File: src/rtl/core/lcsp_pkg.sv
package lcsp_pkg;

  localparam int unsigned ColorW = 24;
  localparam logic [7:0] RedScaleReset = 8'd100;
  localparam logic [7:0] DutyMax = 8'd255;

  typedef enum logic [1:0] {
    OP_PUSH    = 2'd0,
    OP_POP     = 2'd1,
    OP_REPLACE = 2'd2
  } opcode_e;

  // What a stack cell loads on the next edge.
  typedef enum logic [1:0] {
    CELL_HOLD,
    CELL_TAKE_UP,
    CELL_TAKE_DN
  } cell_op_e;

  typedef struct packed {
    logic [1:0]  opcode;
    logic [31:0] color;
  } lcsp_in_t;

  typedef struct packed {
    logic [7:0] red_duty;
    logic [7:0] green_duty;
    logic [7:0] blue_duty;
    logic       invalid_color;
    logic       overflow;
    logic [4:0] depth;
  } lcsp_out_t;

  // Per-beat status that rides along with the color math.
  typedef struct packed {
    logic       invalid_color;
    logic       overflow;
    logic [4:0] depth;
  } lcsp_meta_t;

endpackage

File: src/rtl/core/lcsp_cell.sv
module lcsp_cell (
  input  logic                     clk_i,
  input  logic                     rst_ni,
  input  lcsp_pkg::cell_op_e       op_i,
  input  logic [23:0]              up_i,
  input  logic [23:0]              dn_i,
  output logic [23:0]              color_o
);
  import lcsp_pkg::*;

  logic [ColorW-1:0] color_d, color_q;

  always_comb begin
    case (op_i)
      CELL_HOLD:    color_d = color_q;
      CELL_TAKE_UP: color_d = up_i;
      CELL_TAKE_DN: color_d = dn_i;
      default:      color_d = color_q;
    endcase
  end

  always_ff @(posedge clk_i or negedge rst_ni) begin
    if (!rst_ni) begin
      color_q <= '0;
    end else begin
      color_q <= color_d;
    end
  end

  assign color_o = color_q;

endmodule

File: src/rtl/core/lcsp_duty.sv
module lcsp_duty (
  input  logic                 clk_i,
  input  logic                 rst_ni,
  input  logic                 adv_i,
  input  logic                 a_vld_i,
  input  lcsp_pkg::lcsp_meta_t a_meta_i,
  input  logic [23:0]          top_color_i,
  input  logic [7:0]           red_scale_i,
  output logic                 out_vld_o,
  output lcsp_pkg::lcsp_out_t  out_data_o
);
  import lcsp_pkg::*;

  logic        b_vld_q;
  logic [15:0] b_prod_q, prod_d;
  logic [7:0]  b_g_q, b_b_q;
  lcsp_meta_t  b_meta_q;

  logic [15:0] div_sum;
  logic [7:0]  red_q8;

  logic      out_vld_q;
  lcsp_out_t out_data_q, out_data_d;

  assign prod_d = {8'd0, top_color_i[23:16]} * {8'd0, red_scale_i};

  // floor(p / 255) for p up to 255 * 255: (p + (p >> 8) + 1) >> 8
  assign div_sum = b_prod_q + {8'd0, b_prod_q[15:8]} + 16'd1;
  assign red_q8  = div_sum[15:8];

  always_comb begin
    out_data_d.red_duty      = DutyMax - red_q8;
    out_data_d.green_duty    = DutyMax - b_g_q;
    out_data_d.blue_duty     = DutyMax - b_b_q;
    out_data_d.invalid_color = b_meta_q.invalid_color;
    out_data_d.overflow      = b_meta_q.overflow;
    out_data_d.depth         = b_meta_q.depth;
  end

  always_ff @(posedge clk_i or negedge rst_ni) begin
    if (!rst_ni) begin
      b_vld_q   <= 1'b0;
      out_vld_q <= 1'b0;
    end else if (adv_i) begin
      b_vld_q   <= a_vld_i;
      out_vld_q <= b_vld_q;
    end
  end

  always_ff @(posedge clk_i) begin
    if (adv_i) begin
      b_prod_q   <= prod_d;
      b_g_q      <= top_color_i[15:8];
      b_b_q      <= top_color_i[7:0];
      b_meta_q   <= a_meta_i;
      out_data_q <= out_data_d;
    end
  end

  assign out_vld_o  = out_vld_q;
  assign out_data_o = out_data_q;

endmodule

File: src/rtl/core/led_color_stack_pwm.sv
// Path: an accepted beat runs through stage A, stage B and the output register.
// Throughput: one beat per cycle while not stalled; in_stall_o is high exactly while a held
//   output beat is stalled, so the whole three-register pipe freezes together.
// Reset: the stack holds one black entry, red_scale is 100, the pipe is empty.
//   No clearing pass; the block takes beats right after reset.
module led_color_stack_pwm #(
  parameter int unsigned STACK_DEPTH = 16
) (
  input  logic                clk_i,
  input  logic                rst_ni,
  // input channel
  input  logic                in_valid_i,
  output logic                in_stall_o,
  input  lcsp_pkg::lcsp_in_t  in_data_i,
  // output channel
  output logic                out_valid_o,
  input  logic                out_stall_i,
  output lcsp_pkg::lcsp_out_t out_data_o,
  // red_scale register
  input  logic                cfg_we_i,
  input  logic [7:0]          cfg_wdata_i
);
  import lcsp_pkg::*;

  localparam int unsigned TopW = $clog2(STACK_DEPTH);

  // The stack is a row of cells; cell 0 is always the top entry. A push shifts
  // every cell down by one, a pop shifts every cell up by one, and a replace
  // that keeps the depth just reloads cell 0. Cells past the current depth
  // hold stale data that is never shown.
  logic [ColorW-1:0] cell_color [STACK_DEPTH];
  cell_op_e          cell_op    [STACK_DEPTH];

  logic [TopW-1:0] top_d, top_q;
  logic [7:0]      red_scale_q;

  logic       accept, adv;
  logic       bad, full;
  logic [4:0]  depth_w;
  lcsp_meta_t  a_meta_d, a_meta_q;
  logic        a_vld_q;
  logic        out_vld;

  // Pipe moves whenever the output register is free or being drained.
  assign adv        = !(out_vld && out_stall_i);
  assign in_stall_o = !adv;
  assign accept     = in_valid_i && adv;

  // Stack control: one decision per beat, fanned out to every cell.
  always_comb begin
    top_d = top_q;
    bad   = 1'b0;
    full  = 1'b0;
    for (int i = 0; i < STACK_DEPTH; i++) begin
      cell_op[i] = CELL_HOLD;
    end
    if (accept) begin
      case (in_data_i.opcode)
        OP_PUSH: begin
          bad = |in_data_i.color[31:24];
          if (top_q == TopW'(STACK_DEPTH - 1)) begin
            full = 1'b1;                      // refused, stack untouched
          end else begin
            top_d = top_q + TopW'(1);
            for (int i = 0; i < STACK_DEPTH; i++) begin
              cell_op[i] = CELL_TAKE_UP;
            end
          end
        end
        OP_POP: begin
          if (top_q != '0) begin              // last entry is never removed
            top_d = top_q - TopW'(1);
            for (int i = 0; i < STACK_DEPTH; i++) begin
              cell_op[i] = CELL_TAKE_DN;
            end
          end
        end
        OP_REPLACE: begin
          bad = |in_data_i.color[31:24];
          if (top_q != '0) begin
            // pop then push: depth unchanged, only the top is rewritten
            cell_op[0] = CELL_TAKE_UP;
          end else if (top_q == TopW'(STACK_DEPTH - 1)) begin
            full = 1'b1;
          end else begin
            // one-entry stack: the pop is a no-op, so the push grows it
            top_d = top_q + TopW'(1);
            for (int i = 0; i < STACK_DEPTH; i++) begin
              cell_op[i] = CELL_TAKE_UP;
            end
          end
        end
        default: begin
        end
      endcase
    end
  end

  // depth reported modulo 32
  assign depth_w = 5'(top_d) + 5'd1;

  always_comb begin
    a_meta_d.invalid_color = bad;
    a_meta_d.overflow      = full;
    a_meta_d.depth         = depth_w;
  end

  // Cell row: cell 0 loads the incoming color, the last cell reloads itself
  // on a pop.
  for (genvar i = 0; i < STACK_DEPTH; i++) begin : g_cell
    logic [ColorW-1:0] up_s, dn_s;
    if (i == 0) begin : g_head
      assign up_s = in_data_i.color[ColorW-1:0];
    end else begin : g_body
      assign up_s = cell_color[i-1];
    end
    if (i == STACK_DEPTH - 1) begin : g_tail
      assign dn_s = cell_color[i];
    end else begin : g_mid
      assign dn_s = cell_color[i+1];
    end
    lcsp_cell u_cell (
      .clk_i   (clk_i),
      .rst_ni  (rst_ni),
      .op_i    (cell_op[i]),
      .up_i    (up_s),
      .dn_i    (dn_s),
      .color_o (cell_color[i])
    );
  end

  always_ff @(posedge clk_i or negedge rst_ni) begin
    if (!rst_ni) begin
      top_q       <= '0;
      red_scale_q <= RedScaleReset;
      a_vld_q     <= 1'b0;
    end else begin
      if (accept) begin
        top_q <= top_d;
      end
      if (cfg_we_i) begin
        red_scale_q <= cfg_wdata_i;
      end
      if (adv) begin
        a_vld_q <= accept;
      end
    end
  end

  // Flags of the beat whose stack update is now visible in cell 0.
  always_ff @(posedge clk_i) begin
    if (adv) begin
      a_meta_q <= a_meta_d;
    end
  end

  // Stage B multiplies red by the scale, the output stage divides by 255
  // and inverts all three duties.
  lcsp_duty u_duty (
    .clk_i       (clk_i),
    .rst_ni      (rst_ni),
    .adv_i       (adv),
    .a_vld_i     (a_vld_q),
    .a_meta_i    (a_meta_q),
    .top_color_i (cell_color[0]),
    .red_scale_i (red_scale_q),
    .out_vld_o   (out_vld),
    .out_data_o  (out_data_o)
  );

  assign out_valid_o = out_vld;

endmodule

File: config.mk
export PLATFORM = sky130hd
export DESIGN_NAME = led_color_stack_pwm
export DESIGN_NICKNAME = d
export VERILOG_FILES = /design/src/rtl/core/lcsp_pkg.sv /design/src/rtl/core/lcsp_cell.sv /design/src/rtl/core/lcsp_duty.sv /design/src/rtl/core/led_color_stack_pwm.sv
export SDC_FILE = /design/constraint.sdc
export NUM_CORES = 1
export LEC_CHECK = 0
export ABC_AREA = 1
export BUFFER_PORTS_ARGS = -buffer_cell sky130_fd_sc_hd__buf_2
export CAP_MARGIN = 30
export CORE_MARGIN = 4
export CORE_UTILIZATION = 57
export CTS_BUF_LIST = sky130_fd_sc_hd__clkbuf_8 sky130_fd_sc_hd__clkbuf_16
export DETAILED_ROUTE_END_ITERATION = 16
export PLACE_DENSITY_LB_ADDON = 0.1
export SLEW_MARGIN = 20
export SYNTH_ARGS = -nofsm -noshare
export SYNTH_HDL_FRONTEND = slang
export SYNTH_SLANG_ARGS = --single-unit
File: constraint.sdc
create_clock -name clk_i -period 4.24 [get_ports clk_i]
set_input_delay 0 -clock clk_i [delete_from_list [all_inputs] [get_ports clk_i]]
set_output_delay 0 -clock clk_i [all_outputs]
set_load 0.05 [all_outputs]
# == Word level (Yosys, flattened, before mapping) ==
# Index checks and enable logic that the tools add are counted.
# word_totals
register_bits,476
# op_classes
n_reduce_logical,23
addsub,8
mul,1
mux,29
eq_ne,34
# op_table
operator,n
$pmux W24 S2,15
$pmux W32 S3,1
$mux W32,2
$eq A2 B1 Y1 const B,17
$eq A2 B2 Y1 const B,16
$mux W31,1
$mux W30,1
$reduce_bool A2 Y1,15
$sub A8 B8 Y8 const A,3
$add A16 B1 Y16 const B,1
$add A16 B8 Y16,1
$mul A8 B8 Y16,1
$mux W4,4
$pmux W4 S3,1
$reduce_or A8 Y1,1
$add A4 B1 Y5 const B,1
$add A4 B1 Y4 const B,1
$eq A4 B4 Y1 const B,1
$reduce_bool A4 Y1,1
$sub A4 B1 Y4 const B,1
$logic_and A1 B1 Y1,2
$logic_not A2 Y1,1
$mux W1,2
$mux W2,1
4 further kinds,4

# == Longest topological paths before layout ==
# Gate-level depths: netlist (run 1).
# logic_depth
depth_word,7
ltp_mapped,17
depth_no_buf,16

# == Cells and area by module ==
# From an unflattened synthesis (run 1), not the netlist that was laid out.
# hier_totals
cells_unflattened,3992
area_unflattened_um2,28770.1
# modules_own_cells
module,cells_per_inst,n_inst,area_per_inst_um2
lcsp_cell,206,16,1406.3
lcsp_duty,570,1,5144.9
led_color_stack_pwm,126,1,1123.6

# == Worst setup path before layout (run 1) ==
# No wires, ideal clock.
# synth_timing
kind,register -> register
start,register red_scale_q[2]
end,"register u_duty.b_prod_q[12], data pin"
arrival_time_ps,3941
n_path_buf,1
path_stages_with_launch,16
slack_ps,36
setup_ps,262
synth_period_minus_slack_ps,4204
cell_sequence,dfstp_2 > clkbuf_1 > nand2_1 > fa_1 > fa_1 > inv_1 > fa_1 > inv_1 > fa_1 > inv_1 > ha_1 > a21oi_1 > o21ai_0 > a21oi_1 > o21bai_1 > xor2_1
# synth_between
elab_chain_cells,1
# synth_lines
item,line,text
from (decl),led_color_stack_pwm.sv:35,logic [7:0] red_scale_q;
from (signal assigned),led_color_stack_pwm.sv:135,red_scale_q <= RedScaleReset;
from (signal assigned),led_color_stack_pwm.sv:142,red_scale_q <= cfg_wdata_i;
$mul A8 B8 Y16,lcsp_duty.sv:25,"assign prod_d = {8'd0, top_color_i[23:16]} * {8'd0, red_scale_i};"
via u_duty.prod_d[12],lcsp_duty.sv:15,"logic [15:0] b_prod_q, prod_d;"
to (signal assigned),lcsp_duty.sv:52,b_prod_q <= prod_d;
to (decl),lcsp_duty.sv:15,
# The timed path passes the listed nets, and every way through them passes these cells.
# A chain may end at the register's enable or synchronous reset.

# == Final worst setup path (run 1) ==
# layout_timing
start,register red_scale_q[5]
end,"register u_duty.b_prod_q[12], data pin"
# The elaborated chain is that of the path after synthesis.

==> results of run 1 <==
## layout by cell type, fill, tap and decap left out, types with 4 or more instances in the layout
master | netlist | final
nand2_1 | 567 | 567
inv_1 | 506 | 517
o21ai_0 | 419 | 417
dfrtp_1 | 396 | 393
o211ai_1 | 335 | 335
buf_2 | 62 | 78
edfxtp_1 | 77 | 77
clkbuf_16 | 0 | 50
dlygate4sd3_1 | 0 | 48
ha_1 | 49 | 45
buf_4 | 0 | 38
fa_1 | 36 | 36
nand3_1 | 30 | 30
a21oi_1 | 19 | 16
nor2_1 | 15 | 14
buf_12 | 0 | 13
xor2_1 | 12 | 12
clkbuf_8 | 0 | 12
mux2_2 | 8 | 8
nand4_1 | 7 | 7
clkinv_2 | 0 | 6
nand2_2 | 5 | 5
o21bai_1 | 5 | 5
a21oi_2 | 1 | 4
nor2_2 | 3 | 4
inv_6 | 0 | 4
clkinv_1 | 0 | 4
## power by group through the flow
stage               clock network, uW  logic (uW)  registers [uW]
finish                           4340        7250            7850
floorplan                           0        5010            7990
global placement                    0        6750            7890
global route                     4660        8380            8090
CTS                              4460        7080            7880
detailed placement                  0        6970            7940
## path summary, 6_finish.rpt
kind | endpoint | slack, ns
setup / recovery | u_duty.b_prod_q[12]$_DFFE_PN_ | 0.20
hold / removal | u_duty.out_vld_o$_DFFE_PN0N_ | -0.01
setup reg to reg | u_duty.b_prod_q[12]$_DFFE_PN_ | 0.20
hold reg to reg | u_duty.out_data_o[3]$_DFFE_PN_ | 0.42
max in group asynchronous | g_cell[9].u_cell.color_o[11]$_DFFE_PN0P_ | 2.98
min in group asynchronous | g_cell[14].u_cell.color_o[22]$_DFFE_PN0P_ | 0.08
## repair_timing
| action | CTS | global route |
|---|---|---|
| buffers inserted | 0 | 3 |
| endpoints found under the hold margin | 152 | 0 |
| hold buffers | 48 | 0 |
| resized for setup | 0 | 13 |
| endpoints found under the setup margin | 0 | 6 |
## cell families after synthesis
kind of cell / after synthesis
AOI/OAI and AO/OA: 785
buffers and inverters: 692
and+or+nand+nor: 639
DFF: 476
adders and majority gates: 85
xor gates and xnor gates: 15
muxes: 8
## worst register-to-register path, stage by stage (launching register included)
cell	delay (ns)
dfstp_2	0.57
buf_4	0.14
nand2_1	0.04
inv_1	0.08
fa_1	0.40
fa_1	0.46
fa_1	0.49
inv_1	0.05
fa_1	0.47
inv_1	0.04
ha_1	0.32
a21oi_1	0.17
o21ai_1	0.11
a21oi_1	0.19
o21bai_1	0.10
xor2_1	0.14
## layout make-up
type                    count  area, um2  share of cell area, %
clock buffers              62       1420                   5.26
well taps                 532        666                   2.47
multi-input cells        1532       8940                   33.2
flip-flops and latches    476      12300                   45.7
inverters                 508       1910                   7.12
repair buffers            178       1430                   5.32
clock inverters            30        231                  0.860
## state kept, by name (all words and copies together), names as in the netlist
name and cells:
red_scale_q 8, u_duty.b_meta_q 7, u_duty.b_prod_q 16, u_duty.b_b_q 8, g_cell.u_cell.color_o 384, a_vld_q 1, u_duty.b_g_q 8, u_duty.out_vld_o 1
u_duty.b_vld_q 1, a_meta_q 7, u_duty.out_data_o 31, top_q 4
## routing by layer
layer / share of wire, % / track usage [%]
met5: 0 / 0
met4: 2.6 / 7.31
met3: 2.9 / 2.91
met2: 51 / 38.9
met1: 43 / 29.1
## through the flow
step | setup TNS [ns] | total power [uW] | instances
after floorplan | 0 | 13000 | 2700
after global placement | 0 | 14600 | 3174
after detailed placement | 0 | 14900 | 3174
after CTS | 0 | 19400 | 3314
after global routing | -0.00142 | 21100 | 3318
final | 0 | 19400 | 3318
==> impl_metrics.toml, run 1 <==
[placed_design]
io_buffer_count = 79
gp_congestion = 0.829
place_ws_ns = 0.0399
post_dp_cell_area_um2 = 24700
hpwl_um = 32200

[sta]
setup_violations = 0
drv_slew = 0
worst_slew_margin_rel_pct = 38.3
holdWs_ns = -0.0137
finalCritPeriodShare_pct = 95.2
finalHoldViolCount = 1
clock.fmax_mhz = 248
clock_skew_ns = 0.0193
final.min_clock_period_ns = 4.04
worst_pin_slew_ns = 0.926
layout_setup_ws_ns = 0.204

[yosys]
synth_mux_area_share_pct = 0.377
synth_area_per_cell_um2 = 8.84
synth_area_leaders = "dfrtp_1 42%, o211ai_1 11%, edfxtp_1 9.7%"
synthXorXnorAreaFrac_pct = 0.550
synth_top_family_by_area = "compound AO/OA/AOI/OAI gates"
synth_top_area_cell = "dfrtp_1"
ys_warn_count = 0
async_flop_share_pct = 83.8
ys.flop_type = "dfrtp_1"
netlist_area_um2 = 23900
synth_top_cell_area_share_pct = 41.5
yosys-top-cells-count = "567 x nand2_1, 506 x inv_1, 419 x o21ai_0"
synth_nets = 2832
ys_seq_area_share_pct = 51.5
yosysMostFrequentCell = "nand2_1"
synth_seq_cells = 476
synth_cell_type_count = 37
synthSimpleGateAreaFrac_pct = 10.6
synth_edf_count = 77
syn_inst = 2700
synth-compound-area-share_pct = 20.1
synth_fa_ha_area_share_pct = 5.59

[pwr]
p_sw_share_pct = 38.4
p_leak_uw = 0.0120
switchingPower_uw = 7470
pwr-share-seq_pct = 40.4
power_frac_clock_pct = 22.3
combPwrFrac_pct = 37.3
powerDensity_nw_per_um2 = 723
ir_drop_uv = 666
p_int_uw = 12000

[run_status]
outcome = "finished, violations left"
violations = "negative hold slack"

[routing]
via_per_inst = 5.44
routedWlPerCell_um = 14.7
ant_nets = 0
drt_wl_total_um = 48900
first_pass_iters = 5
drcViolationCount = 0
via_count = 18100
drtIter0Drc = 1182

[floorplanning]
ios = 80
die_y_um = 213
die_area_um2 = 45200
core-area_um2 = 41100
num_rows = 74
die_w_um = 213
start_util_pct = 58.1

[clock_network]
insertion_delay_ns = 0.60
cts_tree = "done"
cts.root.buffer_cell = "clkbuf_16"
cts_sinks = 476
cts_buffers = 50
cts_max_path_buffers = 3
clk_pin_slew_ns = 0.06
ctsHtreeMaxLevel = 2

[worst_hold_path]
hold_path_class = "input port to flip-flop"
worstHoldStart = "out_stall_i"
hold_depth = 4

[critical_path]
critPathLaunch = "red_scale_q[5]$_DFFE_PN1P_"
crit_cells = 15
worst-endpoint-arrival_ns = 4.37
slowest_delay_ns = 0.57
critPathBufInv = 4
slowest_stage = "dfstp_2"
setup.worst_path.class = "flip-flop to flip-flop"
critPathCaptureType = "flip-flop"
r2r_start = "red_scale_q[5]$_DFFE_PN1P_"
cp_max_fo = 5
crit_family = "adder cells"
critPathRequiredTime_ns = 4.57
cpMostUsedCell = "fa_1"
startpoint_type = "flip-flop"
r2r_cells = 15
crit_chain = "buf_4 > nand2_1 > inv_1 > fa_1 > fa_1 > fa_1 > inv_1 > fa_1 > inv_1 > ha_1 > a21oi_1 > o21ai_1 > a21oi_1 > o21bai_1 > xor2_1"

[global_route]
grt_max_degree = 149
grt_overflow_total = 0
track_usage_pct = 22.3
antenna_found_initial = 0
grt_pass1_wl_um = 85000
grt_pass1_vias = 18100

[cells_and_area]
fillers = 3390
layout.nets = 2878
n_antenna_cell = 0
drive_gt1_share_pct = 8.83
syn_to_final_growth_pct = 12.7
final_core_util_pct = 65.4
design_area_um2 = 26900

[job]
maxCapViolCount = 0
Power figures use the tool's default switching activity.
==> run 2: changes to the inputs <==
==> constraint.sdc (replaced) <==
create_clock -name clk_i -period 3.4 [get_ports clk_i]
set_input_delay 0 -clock clk_i [delete_from_list [all_inputs] [get_ports clk_i]]
set_output_delay 0 -clock clk_i [all_outputs]
set_load 0.05 [all_outputs]
==> run 2 against run 1 <==
Effect of this change:
- the flow finishes with violations (negative setup slack)
- worst hold slack improved by 0.049 ns
- first-iteration DRC count rose by 6.3%
- die area did not move
- setup slack got worse by 0.73 ns
- non-clock buffer count rose by 43
- register-to-register slack got worse by 0.73 ns
- largest power group is now combinational logic
- largest cell class unchanged
- flip-flop and latch count did not move
- clock power rose by 28%
- count of clock-buffer cells in the layout fell by 5
- via count rose by 0.54%
- cell count rose by 1.4%
- power rose by 34%
==> impl_metrics.toml, run 2 (synthesis gave the netlist of run 1 again) <==
[run_status]
outcome = "finished, violations left"
violations = "negative setup slack"

[critical_path]
r2r_start = "red_scale_q[2]$_DFFE_PN1P_"
r2r-end = "u_duty.b_prod_q[13]$_DFFE_PN_"
rrSetupSlack_ns = -0.53
worst-endpoint-arrival_ns = 4.26
startpoint_type = "flip-flop"
r2r_cells = 15
critPathCapture = "u_duty.b_prod_q[13]$_DFFE_PN_"
setup.worst_path.class = "flip-flop to flip-flop"
critPathLaunch = "red_scale_q[2]$_DFFE_PN1P_"
cp_max_fo = 5
critPathCaptureType = "flip-flop"
critPathRequiredTime_ns = 3.73

[floorplanning]
num_rows = 74
die_area_um2 = 45200
core-area_um2 = 41100
start_util_pct = 58.1
ios = 80
die_y_um = 213
die_w_um = 213

[clock_network]
ctsHtreeMaxLevel = 2
insertion_delay_ns = 0.60
cts_sinks = 476
cts.root.buffer_cell = "clkbuf_16"
cts_max_path_buffers = 3
clk_pin_slew_ns = 0.06
cts_buffers = 51
cts_tree = "done"

[routing]
ant_nets = 0
first_pass_iters = 7
via_per_inst = 5.40
routedWlPerCell_um = 14.7
drcViolationCount = 0
drt_wl_total_um = 49600
via_count = 18200
drtIter0Drc = 1256

[cells_and_area]
fillers = 3316
syn_to_final_growth_pct = 15.3
drive_gt1_share_pct = 11.3
final_core_util_pct = 67.0
final_common_cell = "nand2_1"
most-common-layout-cells = "560 x nand2_1, 508 x inv_1, 417 x o21ai_0, 391 x dfrtp_1, 335 x o211ai_1"
finalNonFillerCells = 3364
largest_reg_flops = 384
n_antenna_cell = 0
regArea_um2 = 12300
layout.nets = 2922
multi_input_area_um2 = 9070

[sta]
clock_skew_ns = 0.0211
worst_pin_slew_ns = 0.929
clock.fmax_mhz = 254
final.min_clock_period_ns = 3.93
layout_setup_ws_ns = -0.530
finalCritPeriodShare_pct = 116
final.setup.tns_ns = -3.85
grt_setup_unrepaired = "yes"
holdWs_ns = 0.0350
finalHoldViolCount = 0
worst_slew_margin_rel_pct = 38.1
setup_violations = 10
drv_slew = 0

[global_route]
grt_pass1_vias = 18200
use_met3_pct = 2.69
antenna_found_initial = 0
grt_pass1_wl_um = 85200
grt.busiest_layer = "met2"
met2_usage_pct = 40.1
grt_max_degree = 121
grt_overflow_total = 0
track_usage_pct = 22.5
grtUsageMet1_pct = 28.9

[pwr]
power_uw = 26100
ir_drop_uv = 812
powerDensity_nw_per_um2 = 948
p_leak_uw = 0.0122

[placed_design]
gp_congestion = 0.838
hpwl_um = 32600
io_buffer_count = 79
dp_cells = 3208

[worst_hold_path]
hold_path_class = "input port to async pin"

[job]
maxCapViolCount = 0
-- run 2: cell types whose count changed in the layout (fill, tap and decap cells not counted), sizes merged --
cell,delta
clkinv,+4
dlygate4sd3,+2
clkinvlp,+5
clkbuf,-5
bufinv,+2
buf,+41
inv,-3
-- run 2: layout make-up --
| class | instances | share of cell area [%] |
|---|---|---|
| flip-flops and latches | 476 | 44.7 |
| multi-input cells | 1532 | 33.0 |
| inverters | 508 | 6.96 |
| clock buffers | 57 | 4.98 |
| repair buffers | 221 | 6.76 |
| well taps | 532 | 2.42 |
| clock inverters | 38 | 1.21 |
-- run 2: worst min path at each step --
stage / to / cells after the start
finish: g_cell[12].u_cell.color_o[21]$_DFFE_PN0P_ / 2
global route: g_cell[11].u_cell.color_o[21]$_DFFE_PN0P_ / 2
CTS: g_cell[12].u_cell.color_o[21]$_DFFE_PN0P_ / 2
detailed placement: g_cell[12].u_cell.color_o[21]$_DFFE_PN0P_ / 1
global placement: g_cell[12].u_cell.color_o[21]$_DFFE_PN0P_ / 1
floorplan: a_vld_q$_DFFE_PN0N_ / 0
-- run 2: metrics by stage --
stage	instance area (um2)	worst slack [ns]
2_1_floorplan	24000	-0.412
3_3_place_gp	25100	-0.456
3_5_place_dp	25100	-0.481
4_1_cts	27400	-0.465
5_1_grt	27500	-0.626
6_report	27500	-0.530
-- run 2: report_power, final --
group	switching (uW)	internal, uW
clock	2300	3270
sequential	1320	8460
combinational	6290	4440
-- run 2: repair_timing --
action / CTS / global route
resized for setup: 6 / 26
hold endpoints to repair: 223 / 0
hold buffers: 50 / 0
endpoints found under the setup margin: 10 / 10
setup buffers: 3 / 9
pin swaps: 4 / 18
-- run 2: critical path, cell delays in order (launching register included) --
cell	delay (ns)
dfstp_2	0.61
buf_4	0.14
nand2_1	0.05
inv_2	0.07
fa_2	0.44
ha_4	0.28
inv_1	0.05
fa_1	0.49
fa_1	0.53
inv_2	0.05
ha_4	0.30
nand2_2	0.07
o21ai_4	0.21
a21oi_2	0.10
o21bai_1	0.17
xor2_1	0.09
-- run 2: metal layers --
layer	up-vias	wire, um
li1	9018	-
met1	8788	21300
met2	255	25500
met3	95	1410
met4	0	1340
met5	-	0
==> run 3: changes to the inputs <==
--- a/config.mk
+++ b/config.mk
@@ -5,11 +5,10 @@
 export SDC_FILE = /design/constraint.sdc
 export NUM_CORES = 1
 export LEC_CHECK = 0
-export ABC_AREA = 1
 export BUFFER_PORTS_ARGS = -buffer_cell sky130_fd_sc_hd__buf_2
 export CAP_MARGIN = 30
 export CORE_MARGIN = 4
-export CORE_UTILIZATION = 57
+export CORE_UTILIZATION = 56
 export CTS_BUF_LIST = sky130_fd_sc_hd__clkbuf_8 sky130_fd_sc_hd__clkbuf_16
 export DETAILED_ROUTE_END_ITERATION = 16
 export PLACE_DENSITY_LB_ADDON = 0.1
==> run 3 against run 2 <==
Effect of this change:
- the flow still finishes with violations (negative setup slack)
- design area decreased by 2.6%
- register-to-register slack lost 0.05 ns
- highest routed layer unchanged
- critical path depth did not move
- area after synthesis down 4.4%
- routed wire length is 12% lower
- first-iteration DRC count decreased by 38%
- sequential share of layout area is 1.2 points higher
- synthesized cell count fell by 23%
- combinational power down 17%
- cell count decreased by 17%
- flip-flop and latch count unchanged
==> impl_metrics.toml, run 3 <==
[job]
maxCapViolCount = 0

[floorplanning]
num_rows = 73
die_w_um = 210
start_util_pct = 57.1
die_y_um = 210
core-area_um2 = 40000
die_area_um2 = 44100
ios = 80

[critical_path]
r2r_cells = 15
critPathCapture = "u_duty.b_prod_q[10]$_DFFE_PN_"
critPathLaunch = "red_scale_q[5]$_DFFE_PN1P_"
setup.worst_path.class = "flip-flop to flip-flop"
critPathRequiredTime_ns = 3.73
worst-endpoint-arrival_ns = 4.31
critPathCaptureType = "flip-flop"
cp_max_fo = 4
r2r_start = "red_scale_q[5]$_DFFE_PN1P_"
rrSetupSlack_ns = -0.58
startpoint_type = "flip-flop"
r2r-end = "u_duty.b_prod_q[10]$_DFFE_PN_"

[cells_and_area]
final_core_util_pct = 67.0
n_antenna_cell = 0
multi_input_area_um2 = 9920
fillers = 3028
final_common_cell = "dfrtp_1"
finalNonFillerCells = 2792
most-common-layout-cells = "391 x dfrtp_1, 386 x nand2_1, 365 x o21ai_0, 360 x mux2i_1, 83 x inv_1"
largest_reg_flops = 384
syn_to_final_growth_pct = 17.5
layout.nets = 2359
design_area_um2 = 26800
regArea_um2 = 12300
drive_gt1_share_pct = 15.0

[pwr]
powerDensity_nw_per_um2 = 878
p_leak_uw = 0.0114
power_uw = 23500
ir_drop_uv = 679

[yosys]
ys_warn_count = 0
ys.flop_type = "dfrtp_1"
yosys-top-cells-count = "396 x dfrtp_1, 392 x nand2_1, 368 x o21ai_0"
synth_area_leaders = "dfrtp_1 43%, mux2i_1 16%, edfxtp_1 10%"
ys_seq_area_share_pct = 53.9
netlist_area_um2 = 22800
synth_seq_cells = 476
yosysMostFrequentCell = "dfrtp_1"
async_flop_share_pct = 83.8
syn_inst = 2080
synth_cell_type_count = 54
synth_area_per_cell_um2 = 11.0
synth_nets = 2212
synth_top_cell_area_share_pct = 43.4
synth_edf_count = 77
synth_top_area_cell = "dfrtp_1"

[sta]
setup_violations = 10
worst_slew_margin_rel_pct = 45.7
finalCritPeriodShare_pct = 117
clock.fmax_mhz = 251
clock_skew_ns = 0.0120
layout_setup_ws_ns = -0.581
final.min_clock_period_ns = 3.98
holdWs_ns = 0.0179
finalHoldViolCount = 0
grt_setup_unrepaired = "yes"
worst_pin_slew_ns = 0.814
drv_slew = 0

[routing]
drcViolationCount = 0
first_pass_iters = 5
drtIter0Drc = 773
via_per_inst = 5.32
via_count = 14900
ant_nets = 0
routedWlPerCell_um = 15.6
drt_wl_total_um = 43600

[placed_design]
io_buffer_count = 79
gp_congestion = 0.808
post_dp_cell_area_um2 = 24400
dp_cells = 2642
hpwl_um = 28700

[clock_network]
cts_sinks = 476
insertion_delay_ns = 0.59
cts_buffers = 49
clk_pin_slew_ns = 0.06
ctsHtreeMaxLevel = 2
cts_max_path_buffers = 3
cts_tree = "done"
cts.root.buffer_cell = "clkbuf_16"

[global_route]
grt.busiest_layer = "met2"
met2_usage_pct = 36.0
grt_overflow_total = 0
use_met3_pct = 2.83
grt_pass1_vias = 15500
grt_max_degree = 145
track_usage_pct = 20.0
antenna_found_initial = 0
grtUsageMet1_pct = 24.6
grt_pass1_wl_um = 74400

[run_status]
outcome = "finished, violations left"
violations = "negative setup slack"

[worst_hold_path]
hold_path_class = "input port to async pin"
==> run 3: through the flow <==
stage	TNS (ns)	setup slack, ns
after floorplan	-2.58	-0.424
after global placement	-3.95	-0.566
after detailed placement	-4.57	-0.655
after CTS	-4.05	-0.575
after global routing	-6.05	-0.738
final	-4.61	-0.581
==> run 3: how the worst min path moves through the flow <==
| stage | from | endpoint | slack (ns) | cells after the start |
|---|---|---|---|---|
| floorplan | rst_ni | a_vld_q$_DFFE_PN0N_ | -0.30 | 0 |
| global placement | rst_ni | red_scale_q[1]$_DFFE_PN0P_ | 0.04 | 1 |
| detailed placement | rst_ni | red_scale_q[1]$_DFFE_PN0P_ | 0.04 | 1 |
| CTS | rst_ni | red_scale_q[1]$_DFFE_PN0P_ | 0.02 | 2 |
| global route | rst_ni | red_scale_q[0]$_DFFE_PN0P_ | 0.08 | 2 |
| finish | rst_ni | red_scale_q[1]$_DFFE_PN0P_ | 0.02 | 2 |
==> run 3: critical path: stages (launching register included) <==
cell and delay, ns:
dfstp_2 0.56, nand2_2 0.06, fa_1 0.49, fa_1 0.52, inv_1 0.05, fa_1 0.47
inv_1 0.05, fa_1 0.50, inv_2 0.05, ha_4 0.29, nand2_2 0.06, o21ai_2 0.17
buf_4 0.15, a21o_1 0.13, a21oi_2 0.06, xnor2_1 0.11
==> run 3: logic make-up (layout without fill, tap and decap cells) <==
family,Yosys count,in the layout,synth area share (%)
AO/OA/AOI/OAI,408,408,9.37
XOR/XNOR,22,22,0.844
adder cells (fa/ha/maj),85,85,5.84
buffers and inverters,207,394,3.55
flip-flops,476,476,53.9
multiplexers,393,393,17.4
AND/OR/NAND/NOR,489,489,9.08
==> run 3: layout make-up <==
| class | count | area share (%) |
|---|---|---|
| sequential | 476 | 45.9 |
| multi-input combinational | 1397 | 37.0 |
| timing repair buffer | 228 | 7.53 |
| clock buffer | 56 | 4.93 |
| tap | 525 | 2.45 |
| clock inverter | 35 | 1.15 |
| inverter | 75 | 1.05 |
==> run 3: power by group <==
group / switching [uW] / internal (uW) / total (uW)
clock network: 2210 / 3160 / 5380
logic: 4740 / 4170 / 8920
registers: 1390 / 7850 / 9240
==> run 3: repair_timing <==
| item | in CTS | in global routing |
|---|---|---|
| hold endpoints to repair | 177 | 0 |
| pin swaps | 15 | 21 |
| endpoints found under the setup margin | 10 | 10 |
| setup buffers | 2 | 7 |
| resized for setup | 24 | 22 |
| hold buffers | 50 | 0 |
==> run 3: routing by layer <==
layer	wire, um	up-vias
met1	18300	7155
met5	0	-
met2	22600	185
met4	1360	0
met3	1370	89
li1	-	7437
